[src/design/bug1_pkg.sv]
// Shared types, widths and constants for the Bug1 wall-follow navigator.
// Used by the controller, the datapath, the square-root unit and the top level.
package bug1_pkg;

    // Field widths.
    localparam int COORD_W = 16;
    localparam int DIFF_W  = 17;
    localparam int HEAD_W  = 15;
    localparam int RANGE_W = 16;
    localparam int TOL_W   = 12;
    localparam int LIN_W   = 9;
    localparam int ANG_W   = 10;
    localparam int CFG_IDX_W = 3;

    // Internal datapath widths.
    localparam int SQ_W    = 34;
    localparam int ROOT_W  = 17;
    localparam int CXY_W   = 34;
    localparam int ANGLE_W = 17;
    localparam int ITER_W  = 5;
    localparam int ATAN_N  = 20;

    // CORDIC iteration count default; the angle table gives nonzero entries for indexes 0 to 12.
    localparam int CORDIC_STEPS_DEF = 14;

    // Register indexes on the configuration port.
    localparam logic [CFG_IDX_W-1:0] REG_TARGET_X = 3'd0;
    localparam logic [CFG_IDX_W-1:0] REG_TARGET_Y = 3'd1;
    localparam logic [CFG_IDX_W-1:0] REG_FACE_TOL = 3'd2;
    localparam logic [CFG_IDX_W-1:0] REG_HIT_RNG  = 3'd3;
    localparam logic [CFG_IDX_W-1:0] REG_NEAR_RNG = 3'd4;
    localparam logic [CFG_IDX_W-1:0] REG_BAND_RNG = 3'd5;

    // Register reset values.
    localparam logic [TOL_W-1:0]   FACE_TOL_RST = 12'd205;
    localparam logic [RANGE_W-1:0] HIT_RNG_RST  = 16'd256;
    localparam logic [RANGE_W-1:0] NEAR_RNG_RST = 16'd128;
    localparam logic [RANGE_W-1:0] BAND_RNG_RST = 16'd333;

    // Angle and command constants.
    localparam logic signed [ANGLE_W-1:0] PI_Q12 = 17'sd12868;
    localparam logic [LIN_W-1:0] LIN_ONE   = 9'd256;
    localparam logic [LIN_W-1:0] LIN_HALF  = 9'd128;
    localparam logic [LIN_W-1:0] LIN_TENTH = 9'd26;
    localparam logic signed [ANG_W-1:0] ANG_ONE     = 10'sd256;
    localparam logic signed [ANG_W-1:0] ANG_HALF    = 10'sd128;
    localparam logic signed [ANG_W-1:0] ANG_QUARTER = 10'sd64;

    // Follow side codes.
    localparam logic [1:0] SIDE_NONE  = 2'd0;
    localparam logic [1:0] SIDE_LEFT  = 2'd1;
    localparam logic [1:0] SIDE_RIGHT = 2'd2;

    // Controller states.
    typedef enum logic [3:0] {
        S_IDLE,
        S_CINIT,
        S_CRUN,
        S_SQ_C,
        S_ST_C,
        S_WT_C,
        S_SQ_T,
        S_ST_T,
        S_WT_T,
        S_FIN
    } t_state;

    // Commands from the controller to the datapath.
    typedef struct packed {
        logic capture;
        logic cordic_init;
        logic cordic_step;
        logic sq_closest;
        logic sq_pos;
        logic sqrt_start;
        logic save_dc;
        logic commit;
    } t_ctrl_cmd;

    // Status from the datapath to the controller.
    typedef struct packed {
        logic wall_mode;
        logic cordic_last;
        logic sqrt_done;
    } t_ctrl_status;

    // Arctangent table, round(atan(2^-i) * 4096).
    function automatic logic [TOL_W-1:0] atan_q12(input logic [ITER_W-1:0] idx);
        logic [TOL_W-1:0] v;
        case (idx)
            5'd0:    v = 12'd3217;
            5'd1:    v = 12'd1899;
            5'd2:    v = 12'd1003;
            5'd3:    v = 12'd509;
            5'd4:    v = 12'd256;
            5'd5:    v = 12'd128;
            5'd6:    v = 12'd64;
            5'd7:    v = 12'd32;
            5'd8:    v = 12'd16;
            5'd9:    v = 12'd8;
            5'd10:   v = 12'd4;
            5'd11:   v = 12'd2;
            5'd12:   v = 12'd1;
            default: v = 12'd0;
        endcase
        return v;
    endfunction

endpackage

[src/design/bug1_isqrt.sv]
// Truncated integer square root, two radicand bits per cycle.
// Depends on bug1_pkg for widths.
module bug1_isqrt (
    input  logic                        i_clk,
    input  logic                        i_rst_n,
    input  logic                        i_start,
    input  logic [bug1_pkg::SQ_W-1:0]   i_value,
    output logic                        o_done,
    output logic [bug1_pkg::ROOT_W-1:0] o_root
);
    import bug1_pkg::*;

    localparam int REM_W = ROOT_W + 2;

    logic [SQ_W-1:0]   r_val;
    logic [REM_W-1:0]  r_rem;
    logic [ROOT_W-1:0] r_root;
    logic [ITER_W-1:0] r_cnt;
    logic              r_busy;
    logic              r_done;

    logic [REM_W-1:0] rem2;
    logic [REM_W-1:0] trial;

    // Bring down the next pair of bits and try the next root bit.
    assign rem2  = {r_rem[REM_W-3:0], r_val[SQ_W-1 -: 2]};
    assign trial = {r_root, 2'b01};

    // Control: run ROOT_W iterations after each start.
    always_ff @(posedge i_clk) begin
        if (!i_rst_n) begin
            r_busy <= 1'b0;
            r_done <= 1'b0;
            r_cnt  <= '0;
        end else if (i_start) begin
            r_busy <= 1'b1;
            r_done <= 1'b0;
            r_cnt  <= ITER_W'(ROOT_W - 1);
        end else if (r_busy) begin
            r_cnt <= r_cnt - 1'b1;
            if (r_cnt == '0) begin
                r_busy <= 1'b0;
                r_done <= 1'b1;
            end
        end
    end

    // Datapath of the restoring square root.
    always_ff @(posedge i_clk) begin
        if (i_start) begin
            r_val  <= i_value;
            r_rem  <= '0;
            r_root <= '0;
        end else if (r_busy) begin
            r_val <= {r_val[SQ_W-3:0], 2'b00};
            if (rem2 >= trial) begin
                r_rem  <= rem2 - trial;
                r_root <= {r_root[ROOT_W-2:0], 1'b1};
            end else begin
                r_rem  <= rem2;
                r_root <= {r_root[ROOT_W-2:0], 1'b0};
            end
        end
    end

    assign o_done = r_done;
    assign o_root = r_root;

endmodule

[src/design/bug1_datapath.sv]
// Datapath: configuration registers, navigation state, CORDIC bearing,
// squared distances and the step decision. Depends on bug1_pkg and bug1_isqrt.
module bug1_datapath #(
    parameter int CORDIC_STEPS = bug1_pkg::CORDIC_STEPS_DEF
) (
    input  logic                               i_clk,
    input  logic                               i_rst_n,
    input  bug1_pkg::t_ctrl_cmd                i_cmd,
    output bug1_pkg::t_ctrl_status             o_status,
    input  logic                               i_cfg_we,
    input  logic [bug1_pkg::CFG_IDX_W-1:0]     i_cfg_index,
    input  logic [bug1_pkg::COORD_W-1:0]       i_cfg_data,
    input  logic signed [bug1_pkg::COORD_W-1:0] i_pos_x,
    input  logic signed [bug1_pkg::COORD_W-1:0] i_pos_y,
    input  logic signed [bug1_pkg::HEAD_W-1:0]  i_heading,
    input  logic [bug1_pkg::RANGE_W-1:0]       i_range_left,
    input  logic [bug1_pkg::RANGE_W-1:0]       i_range_front,
    input  logic [bug1_pkg::RANGE_W-1:0]       i_range_right,
    output logic [bug1_pkg::LIN_W-1:0]         o_linear_cmd,
    output logic signed [bug1_pkg::ANG_W-1:0]  o_angular_cmd,
    output logic                               o_following_wall,
    output logic                               o_goal_reached
);
    import bug1_pkg::*;

    // Configuration registers.
    logic signed [COORD_W-1:0] r_tgt_x, r_tgt_y;
    logic [TOL_W-1:0]          r_face_tol;
    logic [RANGE_W-1:0]        r_hit_rng, r_near_rng, r_band_rng;

    // Navigation state.
    logic [1:0]                r_side;
    logic                      r_wall, r_circled;
    logic signed [COORD_W-1:0] r_cls_x, r_cls_y, r_hit_x, r_hit_y;

    // Captured item.
    logic signed [COORD_W-1:0] r_px, r_py;
    logic signed [HEAD_W-1:0]  r_hd;
    logic [RANGE_W-1:0]        r_rl, r_rf, r_rr;

    // CORDIC registers.
    logic signed [CXY_W-1:0]   r_cx, r_cy;
    logic signed [ANGLE_W-1:0] r_cz;
    logic [ITER_W-1:0]         r_iter;
    logic                      r_zero;

    // Squares and distances.
    logic [SQ_W-1:0]   r_sqx, r_sqy;
    logic [ROOT_W-1:0] r_dc;
    logic              sqrt_done;
    logic [ROOT_W-1:0] sqrt_root;

    // Configuration writes.
    always_ff @(posedge i_clk) begin
        if (!i_rst_n) begin
            r_tgt_x    <= '0;
            r_tgt_y    <= '0;
            r_face_tol <= FACE_TOL_RST;
            r_hit_rng  <= HIT_RNG_RST;
            r_near_rng <= NEAR_RNG_RST;
            r_band_rng <= BAND_RNG_RST;
        end else if (i_cfg_we) begin
            unique case (i_cfg_index)
                REG_TARGET_X: r_tgt_x    <= i_cfg_data;
                REG_TARGET_Y: r_tgt_y    <= i_cfg_data;
                REG_FACE_TOL: r_face_tol <= i_cfg_data[TOL_W-1:0];
                REG_HIT_RNG:  r_hit_rng  <= i_cfg_data;
                REG_NEAR_RNG: r_near_rng <= i_cfg_data;
                REG_BAND_RNG: r_band_rng <= i_cfg_data;
                default: ;
            endcase
        end
    end

    // Input capture on the accepted beat.
    always_ff @(posedge i_clk) begin
        if (i_cmd.capture) begin
            r_px <= i_pos_x;
            r_py <= i_pos_y;
            r_hd <= i_heading;
            r_rl <= i_range_left;
            r_rf <= i_range_front;
            r_rr <= i_range_right;
        end
    end

    // Goal vector from the robot.
    logic signed [DIFF_W-1:0] gdx, gdy;
    assign gdx = DIFF_W'(r_tgt_x) - DIFF_W'(r_px);
    assign gdy = DIFF_W'(r_tgt_y) - DIFF_W'(r_py);

    // CORDIC start vector, scaled by 4096 and folded into the right half plane.
    logic signed [CXY_W-1:0] init_x, init_y, cxs, cys;
    assign init_x = {{(CXY_W-DIFF_W-12){gdx[DIFF_W-1]}}, gdx, 12'b0};
    assign init_y = {{(CXY_W-DIFF_W-12){gdy[DIFF_W-1]}}, gdy, 12'b0};
    assign cxs = r_cx >>> r_iter;
    assign cys = r_cy >>> r_iter;

    // Vectoring CORDIC, one rotation per cycle.
    always_ff @(posedge i_clk) begin
        if (i_cmd.cordic_init) begin
            r_iter <= '0;
            r_zero <= (gdx == '0) && (gdy == '0);
            if (gdx[DIFF_W-1]) begin
                r_cx <= -init_x;
                r_cy <= -init_y;
                r_cz <= gdy[DIFF_W-1] ? -PI_Q12 : PI_Q12;
            end else begin
                r_cx <= init_x;
                r_cy <= init_y;
                r_cz <= '0;
            end
        end else if (i_cmd.cordic_step) begin
            r_iter <= r_iter + 1'b1;
            if (!r_cy[CXY_W-1]) begin
                r_cx <= r_cx + cys;
                r_cy <= r_cy - cxs;
                r_cz <= r_cz + ANGLE_W'(atan_q12(r_iter));
            end else begin
                r_cx <= r_cx - cys;
                r_cy <= r_cy + cxs;
                r_cz <= r_cz - ANGLE_W'(atan_q12(r_iter));
            end
        end
    end

    // Squared components toward the goal from the closest point or the robot.
    logic signed [DIFF_W-1:0] sdx, sdy;
    assign sdx = i_cmd.sq_closest ? DIFF_W'(r_tgt_x) - DIFF_W'(r_cls_x) : gdx;
    assign sdy = i_cmd.sq_closest ? DIFF_W'(r_tgt_y) - DIFF_W'(r_cls_y) : gdy;

    always_ff @(posedge i_clk) begin
        if (i_cmd.sq_closest || i_cmd.sq_pos) begin
            r_sqx <= SQ_W'(sdx * sdx);
            r_sqy <= SQ_W'(sdy * sdy);
        end
    end

    bug1_isqrt u_isqrt (
        .i_clk   (i_clk),
        .i_rst_n (i_rst_n),
        .i_start (i_cmd.sqrt_start),
        .i_value (r_sqx + r_sqy),
        .o_done  (sqrt_done),
        .o_root  (sqrt_root)
    );

    always_ff @(posedge i_clk) begin
        if (i_cmd.save_dc) begin
            r_dc <= sqrt_root;
        end
    end

    // Within one metre: each axis differs by at most one, not both at once.
    function automatic logic within_one(input logic signed [DIFF_W-1:0] dx,
                                        input logic signed [DIFF_W-1:0] dy);
        logic ax, ay;
        ax = (dx == '0) || (dx == 17'sd1) || (dx == -17'sd1);
        ay = (dy == '0) || (dy == 17'sd1) || (dy == -17'sd1);
        return ax && ay && ((dx == '0) || (dy == '0));
    endfunction

    // Free step decision.
    logic signed [ANGLE_W-1:0] bearing;
    logic signed [ANGLE_W+1:0] lo_lim, hi_lim, hd_ext, b_ext;
    logic facing;
    assign bearing = r_zero ? '0 : r_cz;
    assign b_ext   = (ANGLE_W+2)'(bearing);
    assign hd_ext  = (ANGLE_W+2)'(r_hd);
    assign lo_lim  = b_ext - (ANGLE_W+2)'({1'b0, r_face_tol});
    assign hi_lim  = b_ext + (ANGLE_W+2)'({1'b0, r_face_tol});
    assign facing  = (lo_lim <= hd_ext) && (hd_ext <= hi_lim);

    // Follow step decision.
    logic                     circ_n, move_cls, exit_ok;
    logic signed [COORD_W-1:0] cls_x_n, cls_y_n;
    logic [RANGE_W-1:0]       side_r;
    logic                     sgn_neg;
    assign circ_n   = r_circled || ((r_dc < sqrt_root) &&
                      within_one(DIFF_W'(r_px) - DIFF_W'(r_hit_x),
                                 DIFF_W'(r_py) - DIFF_W'(r_hit_y)));
    assign move_cls = r_dc > sqrt_root;
    assign cls_x_n  = move_cls ? r_px : r_cls_x;
    assign cls_y_n  = move_cls ? r_py : r_cls_y;
    assign exit_ok  = circ_n && within_one(DIFF_W'(r_px) - DIFF_W'(cls_x_n),
                                           DIFF_W'(r_py) - DIFF_W'(cls_y_n));
    assign sgn_neg  = (r_side == SIDE_RIGHT);
    assign side_r   = sgn_neg ? r_rr : r_rl;

    // Commit: update state and load the result register.
    always_ff @(posedge i_clk) begin
        if (!i_rst_n) begin
            r_side    <= SIDE_NONE;
            r_wall    <= 1'b0;
            r_circled <= 1'b0;
            r_cls_x   <= '0;
            r_cls_y   <= '0;
            r_hit_x   <= '0;
            r_hit_y   <= '0;
        end else if (i_cmd.commit) begin
            o_goal_reached <= (gdx == '0) && (gdy == '0);
            if (!r_wall) begin
                if (facing && (r_rf <= r_hit_rng)) begin
                    r_side  <= (r_rl < r_rr) ? SIDE_LEFT : SIDE_RIGHT;
                    r_cls_x <= r_px;
                    r_cls_y <= r_py;
                    r_hit_x <= r_px;
                    r_hit_y <= r_py;
                    r_wall  <= 1'b1;
                    o_following_wall <= 1'b1;
                end else begin
                    r_wall <= 1'b0;
                    o_following_wall <= 1'b0;
                end
                if (facing) begin
                    o_linear_cmd  <= LIN_ONE;
                    o_angular_cmd <= '0;
                end else begin
                    o_linear_cmd  <= LIN_HALF;
                    o_angular_cmd <= (b_ext > hd_ext) ? ANG_HALF : -ANG_HALF;
                end
            end else begin
                r_circled <= circ_n;
                r_cls_x   <= cls_x_n;
                r_cls_y   <= cls_y_n;
                if ((r_side == SIDE_LEFT) || (r_side == SIDE_RIGHT)) begin
                    if (exit_ok) begin
                        r_side <= SIDE_NONE;
                        r_wall <= 1'b0;
                        o_following_wall <= 1'b0;
                        o_linear_cmd     <= LIN_ONE;
                        o_angular_cmd    <= sgn_neg ? -ANG_HALF : ANG_HALF;
                    end else begin
                        o_following_wall <= 1'b1;
                        if (side_r <= r_near_rng) begin
                            o_linear_cmd  <= LIN_TENTH;
                            o_angular_cmd <= sgn_neg ? ANG_ONE : -ANG_ONE;
                        end else if (side_r <= r_band_rng) begin
                            o_linear_cmd  <= LIN_HALF;
                            o_angular_cmd <= sgn_neg ? ANG_QUARTER : -ANG_QUARTER;
                        end else begin
                            o_linear_cmd  <= LIN_HALF;
                            o_angular_cmd <= sgn_neg ? -ANG_HALF : ANG_HALF;
                        end
                    end
                end else begin
                    // No valid side: drive straight and leave wall mode.
                    r_wall <= 1'b0;
                    o_following_wall <= 1'b0;
                    o_linear_cmd     <= LIN_ONE;
                    o_angular_cmd    <= '0;
                end
            end
        end
    end

    assign o_status.wall_mode   = r_wall;
    assign o_status.cordic_last = (r_iter == ITER_W'(CORDIC_STEPS - 1));
    assign o_status.sqrt_done   = sqrt_done;

endmodule

[src/design/bug1_ctrl.sv]
// Controller state machine: sequences the bearing or the two distances,
// then commits the step and holds the output beat. Depends on bug1_pkg.
module bug1_ctrl (
    input  logic                   i_clk,
    input  logic                   i_rst_n,
    input  logic                   i_in_valid,
    output logic                   o_in_ready,
    output logic                   o_out_valid,
    input  logic                   i_out_ready,
    input  bug1_pkg::t_ctrl_status i_status,
    output bug1_pkg::t_ctrl_cmd    o_cmd
);
    import bug1_pkg::*;

    t_state r_state, n_state;
    logic   r_out_valid;
    logic   out_free;

    assign out_free = !r_out_valid || i_out_ready;

    // State register.
    always_ff @(posedge i_clk) begin
        if (!i_rst_n) begin
            r_state <= S_IDLE;
        end else begin
            r_state <= n_state;
        end
    end

    // Next state.
    always_comb begin
        n_state = r_state;
        unique case (r_state)
            S_IDLE:  if (i_in_valid) n_state = i_status.wall_mode ? S_SQ_C : S_CINIT;
            S_CINIT: n_state = S_CRUN;
            S_CRUN:  if (i_status.cordic_last) n_state = S_FIN;
            S_SQ_C:  n_state = S_ST_C;
            S_ST_C:  n_state = S_WT_C;
            S_WT_C:  if (i_status.sqrt_done) n_state = S_SQ_T;
            S_SQ_T:  n_state = S_ST_T;
            S_ST_T:  n_state = S_WT_T;
            S_WT_T:  if (i_status.sqrt_done) n_state = S_FIN;
            S_FIN:   if (out_free) n_state = S_IDLE;
            default: n_state = S_IDLE;
        endcase
    end

    // Command outputs.
    always_comb begin
        o_cmd      = '0;
        o_in_ready = 1'b0;
        unique case (r_state)
            S_IDLE: begin
                o_in_ready    = 1'b1;
                o_cmd.capture = i_in_valid;
            end
            S_CINIT: o_cmd.cordic_init = 1'b1;
            S_CRUN:  o_cmd.cordic_step = 1'b1;
            S_SQ_C:  o_cmd.sq_closest  = 1'b1;
            S_ST_C:  o_cmd.sqrt_start  = 1'b1;
            S_WT_C:  o_cmd.save_dc     = i_status.sqrt_done;
            S_SQ_T:  o_cmd.sq_pos      = 1'b1;
            S_ST_T:  o_cmd.sqrt_start  = 1'b1;
            S_WT_T:  ;
            S_FIN:   o_cmd.commit      = out_free;
            default: ;
        endcase
    end

    // Output beat valid: set on commit, cleared when taken.
    always_ff @(posedge i_clk) begin
        if (!i_rst_n) begin
            r_out_valid <= 1'b0;
        end else if (o_cmd.commit) begin
            r_out_valid <= 1'b1;
        end else if (i_out_ready) begin
            r_out_valid <= 1'b0;
        end
    end

    assign o_out_valid = r_out_valid;

endmodule

[src/design/bug1_wall_follow_navigator.sv]
// Bug1 wall-follow navigator top level: one navigation step per input beat.
// Channels: input beat (position, heading, three ranges) on i_in_valid/o_in_ready;
// result beat (linear and angular commands, following and goal flags) on
// o_out_valid/i_out_ready; register writes on i_cfg_valid/o_cfg_ready, always ready.
// A free-mode step runs a CORDIC of CORDIC_STEPS rotations; a wall-follow step
// runs two square roots in turn on one shared unit. One item is in work at a time:
// the next beat can be accepted in the cycle after the result register loads.
// The result sits in an output register: if the receiver stalls, the block
// still accepts and computes the next item, then holds in its final state until
// the waiting beat is taken.
// Reset (synchronous, active low) clears all navigation state and restores the
// register defaults; no output beat is pending after reset.
// Depends on bug1_pkg, bug1_ctrl, bug1_datapath and bug1_isqrt.
module bug1_wall_follow_navigator #(
    parameter int CORDIC_STEPS = bug1_pkg::CORDIC_STEPS_DEF
) (
    input  logic                                i_clk,
    input  logic                                i_rst_n,
    input  logic                                i_cfg_valid,
    output logic                                o_cfg_ready,
    input  logic [bug1_pkg::CFG_IDX_W-1:0]      i_cfg_index,
    input  logic [bug1_pkg::COORD_W-1:0]        i_cfg_data,
    input  logic                                i_in_valid,
    output logic                                o_in_ready,
    input  logic signed [bug1_pkg::COORD_W-1:0] i_pos_x,
    input  logic signed [bug1_pkg::COORD_W-1:0] i_pos_y,
    input  logic signed [bug1_pkg::HEAD_W-1:0]  i_heading,
    input  logic [bug1_pkg::RANGE_W-1:0]        i_range_left,
    input  logic [bug1_pkg::RANGE_W-1:0]        i_range_front,
    input  logic [bug1_pkg::RANGE_W-1:0]        i_range_right,
    output logic                                o_out_valid,
    input  logic                                i_out_ready,
    output logic [bug1_pkg::LIN_W-1:0]          o_linear_cmd,
    output logic signed [bug1_pkg::ANG_W-1:0]   o_angular_cmd,
    output logic                                o_following_wall,
    output logic                                o_goal_reached
);
    import bug1_pkg::*;

    t_ctrl_cmd    cmd;
    t_ctrl_status status;

    assign o_cfg_ready = 1'b1;

    bug1_ctrl u_ctrl (
        .i_clk       (i_clk),
        .i_rst_n     (i_rst_n),
        .i_in_valid  (i_in_valid),
        .o_in_ready  (o_in_ready),
        .o_out_valid (o_out_valid),
        .i_out_ready (i_out_ready),
        .i_status    (status),
        .o_cmd       (cmd)
    );

    bug1_datapath #(
        .CORDIC_STEPS (CORDIC_STEPS)
    ) u_datapath (
        .i_clk            (i_clk),
        .i_rst_n          (i_rst_n),
        .i_cmd            (cmd),
        .o_status         (status),
        .i_cfg_we         (i_cfg_valid),
        .i_cfg_index      (i_cfg_index),
        .i_cfg_data       (i_cfg_data),
        .i_pos_x          (i_pos_x),
        .i_pos_y          (i_pos_y),
        .i_heading        (i_heading),
        .i_range_left     (i_range_left),
        .i_range_front    (i_range_front),
        .i_range_right    (i_range_right),
        .o_linear_cmd     (o_linear_cmd),
        .o_angular_cmd    (o_angular_cmd),
        .o_following_wall (o_following_wall),
        .o_goal_reached   (o_goal_reached)
    );

`ifndef ASSERT_OFF
    // Only one item is in work: after an accepted beat the input is not ready.
    a_one_item: assert property (@(posedge i_clk) disable iff (!i_rst_n)
        (i_in_valid && o_in_ready) |=> !o_in_ready)
        else $error("input accepted while an item is in work");

    // The forward command never exceeds full speed.
    a_lin_max: assert property (@(posedge i_clk) disable iff (!i_rst_n)
        o_out_valid |-> (o_linear_cmd <= LIN_ONE))
        else $error("linear command above full speed");

    // Full speed with a turn only happens when leaving the wall.
    a_exit_turn: assert property (@(posedge i_clk) disable iff (!i_rst_n)
        (o_out_valid && (o_linear_cmd == LIN_ONE) && (o_angular_cmd != '0))
            |-> !o_following_wall)
        else $error("full speed turn while still following the wall");
`endif

endmodule

[config.mk]
export PLATFORM = sky130hd
export DESIGN_NAME = bug1_wall_follow_navigator
export DESIGN_NICKNAME = d
export VERILOG_FILES = /design/src/design/bug1_pkg.sv /design/src/design/bug1_isqrt.sv /design/src/design/bug1_datapath.sv /design/src/design/bug1_ctrl.sv /design/src/design/bug1_wall_follow_navigator.sv
export SDC_FILE = /design/constraint.sdc
export NUM_CORES = 2
export LEC_CHECK = 0
export BUFFER_PORTS_ARGS = -buffer_cell sky130_fd_sc_hd__buf_2
export CAP_MARGIN = 10
export CORE_UTILIZATION = 42
export DETAILED_ROUTE_END_ITERATION = 8
export GPL_TIMING_DRIVEN = 0
export SLEW_MARGIN = 20
export SYNTH_ARGS = -nofsm -noshare
export SYNTH_HDL_FRONTEND = slang
export SYNTH_SLANG_ARGS = --single-unit
export TNS_END_PERCENT = 5
[constraint.sdc]
create_clock -name i_clk -period 8.85 [get_ports i_clk]
set_clock_uncertainty 0.1 [all_clocks]
set_input_delay 1.3275 -clock i_clk [delete_from_list [all_inputs] [get_ports i_clk]]
set_output_delay 1.3275 -clock i_clk [all_outputs]
set_load 0.02 [all_outputs]
# [After elaboration in Yosys (flattened, before gate mapping)]
# Memory sizes are Yosys's and may differ from the RTL's. A register that Yosys moved wholly into a read port is not among the register bits.
# Index checks and enable logic that the tools add are counted.
[classes] n_reduce_logical=52 addsub=22 shifts=2 n_mux=86 n_bitwise=2 div=0 n_mul=2 magnitude_cmp=10 n_eq_ne=32
[op_table] op="$mux 34" count=10
[op_table] op="$mux 17" count=9
[op_table] op="$sub 16x16->17" count=8
[op_table] op="$mux 16" count=7
[op_table] op="$add 34x34->34" count=3
[op_table] op="$logic_not 17->1" count=6
[op_table] op="$mux 10" count=10
[op_table] op="$mux 12" count=8
[op_table] op="$eq 17x1->1 const B" count=4
[op_table] op="$eq 17x2->1 const B" count=4
[op_table] op="$mul 17x17->34" count=2
[op_table] op="$neg 29->34" count=2
[op_table] op="$sshr 34x5->34" count=2
[op_table] op="$sub 34x34->34" count=2
[op_table] op="$le 16x16->1" count=3
[op_table] op="$pmux 4 s10" count=1
[op_table] op="$mux 4" count=9
[op_table] op="$mux 9" count=4
[op_table] op="$reduce_and 2->1" count=10
[op_table] op="$ge 19x19->1" count=1
[op_table] op="$mux 1" count=19
[op_table] op="$add 17x13->18" count=1
[op_table] op="$le 15x18->1" count=1
[op_table] op="$le 18x15->1" count=1
[op_table] op="other kinds (37)" count=81
[totals] output_inout_bits=24 in_bits=119 mem_bits_rw=0 register_bits=532 memories=2 latch_bits=0 rom_bits=384
[mem_list] name="(no name shown)" words=16 word_bits=12 rd=1 rd_ports_with_merged_regs=1 write_ports=0 line_no="bug1_pkg.sv:90" rtl="case (idx)"
[mem_list] name="(no name shown)" words=16 word_bits=12 rd=1 rd_ports_with_merged_regs=1 write_ports=0 line_no="bug1_pkg.sv:90"

# [Logic depth before layout (Yosys ltp)]
[logic_depth] depth_word=12 mapped_depth=40 mapped_depth_nobuf=39

# [Hierarchy]
# From an unflattened synthesis, not the netlist that was laid out.
[unflattened] cells_unflattened=7051 area_unflattened_um2=63534.7
[modules_own_cells] mod="bug1_datapath" cells_each=6612 seq_area_each_um2=11741.3 instances=1 area_each_um2=59106.7
[modules_own_cells] mod="bug1_isqrt" cells_each=384 seq_area_each_um2=1841.8 instances=1 area_each_um2=4016.4
[modules_own_cells] mod="bug1_ctrl" cells_each=53 seq_area_each_um2=100.1 instances=1 area_each_um2=400.4
[modules_own_cells] mod="bug1_wall_follow_navigator" cells_each=2 seq_area_each_um2=0.0 instances=1 area_each_um2=11.3

# [Worst setup path before layout]
# Ideal clock, no wire load.
[synth_timing] kind="reg2reg" from="reg u_datapath.r_px[2]" to="reg u_datapath.r_sqx[33], data pin" n_path_buf=1 path_stages_with_launch=33 t_arrival_ns=8.725 path_slack_ns=-0.234 setup_time_ns=0.260 synth_period_minus_slack_ns=9.084 cell_sequence="edfxtp_1 inv_1 ha_1 nor2b_1 o21a_1 o211a_1 a2111oi_0 o211ai_1 a31o_2 a41oi_1 nor2_1 a21oi_1 inv_1 clkbuf_1 nor2_1 fa_1 fa_1 fa_1 fa_1 fa_1 fa_1 ha_1 a21o_1 a21o_1 a21oi_1 o21ai_0 a21oi_1 o31ai_1 a211o_1 a21oi_1 o21bai_1 a21oi_1 xnor2_1"
[synth_via] elab_chain_len=3
[synth_rtl] element="start: declaration" line_no="bug1_datapath.sv:37" rtl="logic signed [COORD_W-1:0] r_px, r_py;"
[synth_rtl] element="start signal: assignment" line_no="bug1_datapath.sv:78" rtl="r_px <= i_pos_x;"
[synth_rtl] element="$sub 16x16->17" line_no="bug1_datapath.sv:89" rtl="assign gdx = DIFF_W'(r_tgt_x) - DIFF_W'(r_px);"
[synth_rtl] element="$mux 17" line_no="bug1_datapath.sv:129" rtl="assign sdx = i_cmd.sq_closest ? DIFF_W'(r_tgt_x) - DIFF_W'(r_cls_x) : gdx;"
[synth_rtl] element="$mul 17x17->34" line_no="bug1_datapath.sv:134" rtl="r_sqx <= SQ_W'(sdx * sdx);"
[synth_rtl] element="end signal: assignment" line_no="bug1_datapath.sv:134"
[synth_rtl] element="end: declaration" line_no="bug1_datapath.sv:48" rtl="logic [SQ_W-1:0] r_sqx, r_sqy;"
# No other way between the ends.
# A chain may end at the register's enable or synchronous reset.

# [Worst setup path after layout]
[layout_timing] from="reg u_datapath.r_cls_y[1]" to="reg u_datapath.r_sqy[32], data pin"
[layout_via] elab_chain_len=3
[layout_rtl] element="start: declaration" line_no="bug1_datapath.sv:34" rtl="logic signed [COORD_W-1:0] r_cls_x, r_cls_y, r_hit_x, r_hit_y;"
[layout_rtl] element="start signal: assignment" line_no="bug1_datapath.sv:206" rtl="r_cls_y <= r_py;"
[layout_rtl] element="start signal: assignment" line_no="bug1_datapath.sv:225" rtl="r_cls_y <= cls_y_n;"
[layout_rtl] element="$sub 16x16->17" line_no="bug1_datapath.sv:130" rtl="assign sdy = i_cmd.sq_closest ? DIFF_W'(r_tgt_y) - DIFF_W'(r_cls_y) : gdy;"
[layout_rtl] element="$mux 17" line_no="bug1_datapath.sv:130"
[layout_rtl] element="$mul 17x17->34" line_no="bug1_datapath.sv:135" rtl="r_sqy <= SQ_W'(sdy * sdy);"
[layout_rtl] element="end signal: assignment" line_no="bug1_datapath.sv:135"
[layout_rtl] element="end: declaration" line_no="bug1_datapath.sv:48"
# No other way between the ends.

==> qor.txt <==
Worst Hold Path EP: u_datapath.r_hit_rng[14]
Layout cells sized above 1: 11.02%
Core area: 150000 um^2
Failing checks: setup timing
Worst-Margin Slew: 1.153 ns
CTS root buffer: clkbuf_16
Largest net degree at the start of global routing: 61
GRT Overall Usage: 26.07%
Top FF cell, synth: edfxtp_1
Initial core utilization: 42.37%
Share of flip-flops with an asynchronous set or reset: 0%
Cells after Synth: 7130
Worst-Skew Late Latency: 0.71 ns
Sequential share of the synthesized area: 21.53%
HPWL after detailed placement: 159500 um
Synth warnings: 0
Final nets: 8729
DRT Pass-1 Iters: 8
Layout fillers: 14420
Maximum buffer depth of the clock tree: 3
Average wire per standard cell: 21.06 um
Dpl cells: 9306
Post-route DRC: 0
Total CTS buffers: 67
Syn avg cell area: 8.912 um^2
CP max stage delay: 0.51 ns
Slew Viols, Final: 0
Critical path class: register to register
Max-Cap Viols: 0
R2R Path End: u_datapath.r_sqy[32]
Final worst path period share: 101.3%
R2R Setup Slk: -0.11 ns
Unrepaired setup endpoints after global routing: yes
CP Data Arrival Time: 9.35 ns
N_diodes: 0
Max_slew headroom: 22.45%
Worst-path clk slew: 0.06 ns
EDFF count, synth: 307
Drt total wl: 200500 um
DR iter-0 viols: 4643
Hold Buf Count CTS: 0
Via density: 5.652
Final Hold Viols: 0
GRT overflow: 0
Synth Cell Area: 63540 um^2
Data required, critical path: 9.24 ns
Crit path launch type: register
Hold path depth: 2
CTS tree: built
First-pass GRT wire length: 309200 um
Fmax: 0.1116 GHz
Reg2reg path depth: 37
Status: finished with violations
Die width: 391.0 um
Global placement routability congestion: 1.019
CTS sink cnt: 530
Area growth from synthesis to layout: 12.28%
CP max stage cell: fa_1
Port bufs: 130
FF-to-FF Start: u_datapath.r_cls_y[1]
Final worst slack: -0.1127 ns
IO Pins: 143
Vias in the first global route: 53700
Final setup viols: 3
Site Rows: 142
Detail Route Antenna Nets: 0
H-Tree Depth: 3
Min Tclk post-route: 8.963 ns
Hold crit path type: register to register
Hold path startpoint: u_datapath.r_hit_rng[14]
Vias: 53790
Netlist cell types: 100
Die Y: 391.0 um
CP endpoint kind: register
Die area: 152800 um^2
Finished Layout Cells: 9518
Antenna violations before repair: 0
Seq cells post-synth: 530
Worst-path fanout max: 10
sequential cells by signal, summed over array words and instances, names as in the netlist, 17 cells and up, named ones only:
signal	count
u_datapath.u_isqrt.r_val	34
u_datapath.r_cz	17
u_datapath.r_cy	34
u_datapath.r_dc	17
u_datapath.u_isqrt.o_root	17
u_datapath.r_cx	34
u_datapath.u_isqrt.r_rem	17
u_datapath.r_sqx	33
u_datapath.r_sqy	33
synth_stat cells (all sizes together), types with 140 or more instances:
cell | count | area [um^2]
a21oi | 450 | 2252
clkbuf | 203 | 792.0
dfxtp | 223 | 4464
edfxtp | 307 | 9219
fa | 554 | 11090
ha | 609 | 7620
inv | 973 | 3652
nand2 | 678 | 2552
nand3 | 140 | 713.2
nor2 | 630 | 2367
o21ai | 328 | 1642
xnor2 | 227 | 1988
worst max-delay path, delay by kind of cell (launching register included):
family,cells,cell delay [ns]
DFF,1,0.37
and+or+nand+nor,7,1.09
buffers and inverters,7,0.50
muxes,1,0.36
AOI/OAI and AO/OA,14,3.03
adders and majority gates,8,3.32
stage by stage:
step | setup TNS, ns | hold WS [ns] | util, % | cell area (um^2) | setup slack, ns
4_1_cts | -0.5973 | 0.3556 | 47.02 | 70510 | -0.1945
2_1_floorplan | -0.008992 | 0.3295 | - | 63580 | -0.008992
3_5_place_dp | -55.48 | 0.3474 | 44.71 | 67040 | -2.287
5_1_grt | -3.458 | 0.3727 | 47.58 | 71350 | -0.3935
6_report | -0.2781 | 0.3556 | 47.58 | 71350 | -0.1127
3_3_place_gp | -249.32 | 0.3438 | 44.52 | 66760 | -2.496
kinds of logic after synthesis:
| group | after synthesis | share of synthesized area [%] |
|---|---|---|
| buffers and inverters | 1243 | 7.908 |
| AND/OR/NAND/NOR | 2097 | 15.34 |
| other | 2 | 0.01182 |
| flip-flops | 530 | 21.53 |
| multiplexers | 239 | 5.854 |
| adder cells (fa/ha/maj) | 1163 | 29.45 |
| AO/OA/AOI/OAI | 1495 | 14.93 |
| XOR/XNOR | 361 | 4.976 |
worst max-delay path by stage:
| stage | from | to | slack (ns) |
|---|---|---|---|
| floorplan | u_datapath.r_tgt_y[0] | u_datapath.r_sqy[32] | -0.009 |
| global placement | u_datapath.r_py[0] | u_datapath.r_sqy[32] | -2.50 |
| detailed placement | u_datapath.r_py[0] | u_datapath.r_sqy[32] | -2.29 |
| CTS | u_datapath.r_py[4] | u_datapath.r_sqy[33] | -0.19 |
| global route | u_datapath.r_px[0] | u_datapath.r_sqx[33] | -0.39 |
| finish | u_datapath.r_cls_y[1] | u_datapath.r_sqy[32] | -0.11 |
area by class of cell:
class                      instances  area [um^2]  area share [%]
buffer                           253         1530           2.145
clock buffer                      83         1823           2.555
clock inverter                    41        415.4          0.5822
inverter                         984         3722           5.217
multi-input combinational       5367        46020           64.51
sequential                       530        13700           19.20
tap                             2016         2522           3.535
timing repair buffer             244         1613           2.261
timing repair:
item | 4_1_cts | 5_1_grt
endpoints found under the setup margin | 54 | 34
resized for setup | 211 | 149
endpoints found under the hold margin | 0 | 0
pin swaps | 49 | 83
setup buffers | 56 | 37
cloned | 0 | 1
metal layers:
layer  vias up  share of wire (%)  GRT usage, %
met3       358                6.2         3.125
met5         -                  0             0
met1     26450                 43         34.61
li1      25160                  -             -
met2      1822                 47         43.47
met4         0                3.9         9.590
placed cells by master (no fill, tap or decap), types with 59 or more instances in the layout:
| cell type | Yosys | final |
|---|---|---|
| buf_2 | 5 | 141 |
| xnor2_1 | 227 | 214 |
| mux4_2 | 67 | 67 |
| clkbuf_16 | 0 | 70 |
| buf_4 | 15 | 118 |
| inv_1 | 970 | 960 |
| mux2i_1 | 107 | 102 |
| a21oi_1 | 450 | 426 |
| nor2_1 | 629 | 611 |
| fa_1 | 554 | 536 |
| nand2b_1 | 73 | 72 |
| dfxtp_1 | 223 | 216 |
| nor3_1 | 115 | 110 |
| xor2_1 | 134 | 128 |
| nand2_1 | 677 | 665 |
| clkbuf_1 | 200 | 158 |
| nor2b_1 | 80 | 80 |
| o21ai_0 | 321 | 308 |
| a211oi_1 | 86 | 76 |
| a21o_1 | 131 | 130 |
| o21a_1 | 100 | 99 |
| nand3_1 | 139 | 137 |
| ha_1 | 609 | 586 |
| and3_1 | 60 | 59 |
| edfxtp_1 | 307 | 307 |
Power is not shown: default switching activity piles up to over one toggle a cycle in this logic, so the estimate is an artifact.
